### src/rtl/core/coverage_interval_merge_core_macros.svh
// Assertion macros for the coverage interval merge core.
// Each macro samples on the rising edge of clock and is disabled in reset.
`ifndef COVERAGE_INTERVAL_MERGE_CORE_MACROS_SVH
`define COVERAGE_INTERVAL_MERGE_CORE_MACROS_SVH
`ifndef SYNTHESIS
// same-cycle implication
`define CIMC_ASSERT_IMP(lbl, ante, cons, msg) \
   lbl: assert property (@(posedge clock) disable iff (reset) (ante) |-> (cons)) \
      else $error(msg);
// next-cycle implication
`define CIMC_ASSERT_NEXT(lbl, ante, cons, msg) \
   lbl: assert property (@(posedge clock) disable iff (reset) (ante) |=> (cons)) \
      else $error(msg);
`else
`define CIMC_ASSERT_IMP(lbl, ante, cons, msg)
`define CIMC_ASSERT_NEXT(lbl, ante, cons, msg)
`endif
`endif

### src/rtl/core/cimc_pkg.sv
// ----------------------------------------------------------------------------
// cimc_pkg
// Shared constants and types of the coverage interval merge core.
// ----------------------------------------------------------------------------
package cimc_pkg;

   localparam int MaxRanges = 64;
   localparam int IdxW      = $clog2(MaxRanges);
   localparam int CntW      = $clog2(MaxRanges + 1);

   localparam logic CmdLoad = 1'b0;
   localparam logic CmdRun  = 1'b1;

   typedef struct packed {
      logic        cmd;
      logic [7:0]  sheet;
      logic [31:0] start_ofs;
      logic [31:0] end_ofs;
   } item_type;

   typedef struct packed {
      logic            busy;
      logic [CntW-1:0] count;
   } back_status_type;

endpackage

### src/rtl/core/cimc_front.sv
// ----------------------------------------------------------------------------
// cimc_front
// Takes request words, drops unused or empty ranges, queues the rest.
// ----------------------------------------------------------------------------
module cimc_front (
   input  logic               clock,
   input  logic               reset,
   input  logic               req_valid,
   output logic               req_stall,
   input  logic               req_command,
   input  logic [7:0]         req_sheet_index,
   input  logic [31:0]        req_start_offset,
   input  logic [31:0]        req_end_offset,
   input  logic               req_used_flag,
   output logic               q_valid,
   output cimc_pkg::item_type q_item,
   input  logic               q_pop
);

   logic [1:0]         cnt_ff, cnt_in;
   logic               wr_ptr_ff, wr_ptr_in;
   logic               rd_ptr_ff, rd_ptr_in;
   cimc_pkg::item_type slot_ff [2];
   logic               keep, push, pop;

   assign req_stall = (cnt_ff == 2'd2);
   assign keep      = (req_command == cimc_pkg::CmdRun) ||
                      (req_used_flag && (req_end_offset > req_start_offset));
   assign push      = req_valid && !req_stall && keep;
   assign q_valid   = (cnt_ff != 2'd0);
   assign q_item    = slot_ff[rd_ptr_ff];
   assign pop       = q_pop && q_valid;

   always_comb begin
      wr_ptr_in = push ? ~wr_ptr_ff : wr_ptr_ff;
      rd_ptr_in = pop  ? ~rd_ptr_ff : rd_ptr_ff;
      cnt_in    = cnt_ff + {1'b0, push} - {1'b0, pop};
   end

   always_ff @(posedge clock) begin
      if (reset) begin
         cnt_ff    <= 2'd0;
         wr_ptr_ff <= 1'b0;
         rd_ptr_ff <= 1'b0;
      end else begin
         cnt_ff    <= cnt_in;
         wr_ptr_ff <= wr_ptr_in;
         rd_ptr_ff <= rd_ptr_in;
      end
   end

   always_ff @(posedge clock) begin
      if (push) begin
         slot_ff[wr_ptr_ff] <= '{cmd: req_command, sheet: req_sheet_index,
                                start_ofs: req_start_offset, end_ofs: req_end_offset};
      end
   end

endmodule

### config.mk
export PLATFORM = sky130hd
export DESIGN_NAME = cimc_front
export DESIGN_NICKNAME = d
export VERILOG_FILES = /design/src/rtl/core/coverage_interval_merge_core_macros.svh /design/src/rtl/core/cimc_pkg.sv /design/src/rtl/core/cimc_front.sv
export SDC_FILE = /design/constraint.sdc
export NUM_CORES = 1
export LEC_CHECK = 0
export ABC_AREA = 1
export BUFFER_PORTS_ARGS = -buffer_cell sky130_fd_sc_hd__buf_2
export CAP_MARGIN = 20
export CELL_PAD_IN_SITES_DETAIL_PLACEMENT = 1
export CELL_PAD_IN_SITES_GLOBAL_PLACEMENT = 1
export CORE_MARGIN = 2
export CORE_UTILIZATION = 40
export DETAILED_ROUTE_END_ITERATION = 6
export PLACE_DENSITY_LB_ADDON = 0.2
export SYNTH_ARGS = -nofsm -noshare
export SYNTH_HDL_FRONTEND = slang
export SYNTH_SLANG_ARGS = --single-unit
### constraint.sdc
create_clock -name clock -period 9 [get_ports clock]
set_input_delay 1.35 -clock clock [delete_from_list [all_inputs] [get_ports clock]]
set_output_delay 1.35 -clock clock [all_outputs]
set_load 0.05 [all_outputs]
==> reports/qor.txt <==
Starting density of the core = 40.6%
Clock Tree Buf Depth = 2
RSZ-0062 raised after global routing = no
Post-Syn Instances = 404
Hold path cells = 1
Die width = 130 um
Comb power frac = 29.3%
Vias in the first global route = 4005
Crit Path Class = primary input to flop
Maximum net fanout on the critical path = 40
Sw Share = 35.2%
Endpoint type of the worst setup path = flop
Post-DP HPWL = 9060 um
Distinct cell type count after synthesis = 24
Crit share post-route = 46.1%
Layout Skew = 0.00602 ns
Critical path arrival = 4.20 ns
Largest net degree at the start of global routing = 74
Max-cap viol count = 0
Die area = 17000 um2
CTS tree = done
Remaining antenna violation count = 0
Rows = 46
# setup viols final = 0
Worst hold start = rd_ptr_ff$_SDFFE_PP0P_
Mapped cell area = 6370 um2
Fmax = 0.241 GHz
# DRC = 0
Most frequent cells in the layout = buf_2, edfxtp_1, mux2_2
# IOs = 153
Fin. max-slew vios = 0
Outcome = completed
Layout cells sized above 1 = 46.9%
CP max-delay cell = nor2_4
Detailed Route WL = 13300 um
Leak = 3.24 nW
Vias per inst = 4.64
Initial antenna violation count = 0
Reg2reg setup slack = 6.25 ns
H-tree Lvls = 4
Total GRT Usage = 16.2%
Cts bufs inserted = 17
First-pass GRT wire length = 20300 um
Sequential share of power = 40.3%
Critical Path Max Stage Delay = 0.81 ns
Total Power = 2.26 mW
Worst EP required = 9.05 ns
Max_slew headroom = 29.7%
Vias = 3705
Setup TNS = 0 ns
Cell taking the most area after synthesis = edfxtp_1
Hold WC Path Type = flop to flop
Fillers = 1615
Setup bufs post-CTS = 0
Commonest non-fill, non-tap cell in the layout = buf_2
Starting DRT DRC Count = 224
DR WL/cell = 16.6 um
Overflow after GRT = 0
Drt pass-1 iters = 4
Synth Area per Inst = 15.8 um2
Worst-skew pair later-pin latency = 0.42 ns
Power Density = 284 nW/um2
Syn_nets = 516
Syn-to-layout area delta = 25.0%
Register area share after synthesis = 70.4%
Worst-margin pin slew = 1.05 ns
Synth top area cells = edfxtp_1, mux2_2, ha_1
Cell mode on critical path = nand2_1
Power share of the clock group = 30.4%
CP Launch Type = primary input
Total core area = 15700 um2
RePlAce Congestion = 0.739
Hold buffer count at CTS = 0
Worst path cell trace = buf_2 -> inv_1 -> ha_1 -> nand2_1 -> nor2_2 -> nand4_1 -> nor2_2 -> nand2_1 -> nand2_1 -> nand2_1 -> nand2_2 -> nand2_2 -> nor2_4 -> buf_4
Yosys reg bits = 151
Sw power = 795 uW
Maximum VDD drop = 124 uV
Internal Power = 1.46 mW
Die Y = 130 um
# clock sinks = 151
Root Driver = clkbuf_16
Final Hold Violating Endpoints = 0
PostCTS Resize Cnt = 0
Warnings, synthesis = 0
Reg2reg start = cnt_ff[1]$_SDFF_PP0_
Clock transition at path regs = 0.06 ns
Reg2reg path depth = 6
NumNets Final = 681
R2R Path End = slot_ff[0][70]$_DFFE_PP_
Tmin final = 4.15 ns
Post-synth top area share = 68.8%
Port Buffers = 152
## synthesized netlist by cell type
library cell,count
nand4_1,2
xnor2_1,1
nand2_1,39
nor2_1,12
mux2_2,73
a21oi_2,1
nand2_2,3
inv_1,44
dfxtp_1,5
o21ai_1,1
nor2_2,5
o21ai_0,3
or2_2,1
inv_2,3
buf_2,8
nand3_2,1
nand3_1,2
o21a_1,1
clkinv_1,1
a21boi_1,1
edfxtp_1,146
a21o_1,1
a21oi_1,16
ha_1,34
## registers in the layout (all words and copies together), names as in the netlist, named ones only
signal,count
wr_ptr_ff,1
rd_ptr_ff,1
cnt_ff,2
slot_ff,146
## through the flow
stage	setup WS (ns)	cell area [um2]	hold slack [ns]	instances	utilization, %
after floorplan	3.12	6370	0.425	404	-
after global placement	4.45	7390	0.429	766	47.0
after detailed placement	4.32	7390	0.460	766	47.0
after CTS	4.76	7960	0.471	798	50.7
after global routing	4.55	7960	0.500	798	50.7
final	4.85	7960	0.474	799	50.7
## layout make-up
cell class / instances / area (um2) / share of cell area [%]
sequential: 151 / 4490 / 56.4
inverter: 48 / 181 / 2.28
clock buffer: 22 / 464 / 5.83
tap: 216 / 270 / 3.39
clock inverter: 10 / 105 / 1.32
antenna: 1 / 2.50 / 0.0314
multi-input combinational: 197 / 1680 / 21.0
timing repair buffer: 154 / 776 / 9.74
## how the worst max path moves through the flow
stage / start / to / slack [ns] / cells past startpoint
final: req_start_offset[23] / slot_ff[0][70]$_DFFE_PP_ / 4.85 / 14
after CTS: req_start_offset[23] / slot_ff[0][58]$_DFFE_PP_ / 4.76 / 14
after global routing: req_start_offset[23] / slot_ff[0][70]$_DFFE_PP_ / 4.55 / 14
after detailed placement: req_start_offset[23] / slot_ff[0][1]$_DFFE_PP_ / 4.32 / 14
after global placement: req_start_offset[22] / slot_ff[0][1]$_DFFE_PP_ / 4.45 / 14
after floorplan: req_start_offset[23] / slot_ff[0][0]$_DFFE_PP_ / 3.12 / 12
## power by group through the flow
stage,clock network (mW),registers [mW],logic [mW]
3_3_place_gp,0,0.924,0.663
6_report,0.686,0.911,0.663
2_1_floorplan,0,0.883,0.554
3_5_place_dp,0,0.929,0.670
5_1_grt,0.729,0.923,0.702
4_1_cts,0.703,0.915,0.673
## worst max-delay path: cells and delay by family
family | cells | cell delay (ns)
buffers and inverters | 3 | 0.78
AND/OR/NAND/NOR | 10 | 1.74
adder cells (fa/ha/maj) | 1 | 0.28
## logic make-up (layout without fill, tap and decap cells)
group	after synthesis	count (layout)	synth area share, %
XOR/XNOR	1	1	0.137
flip-flops	151	151	70.4
AO/OA/AOI/OAI	24	24	2.06
AND/OR/NAND/NOR	65	65	4.40
multiplexers	73	73	12.9
buffers and inverters	56	234	3.46
adder cells (fa/ha/maj)	34	34	6.68
other	0	1	0
## routing by layer
metal	global-route usage, %	wire, um	up-vias
met3	4.02	618	15
li1	-	-	1800
met5	0	0	-
met1	19.1	5620	1803
met4	7.27	214	0
met2	28.2	6840	87
Power figures use the tool's default switching activity.
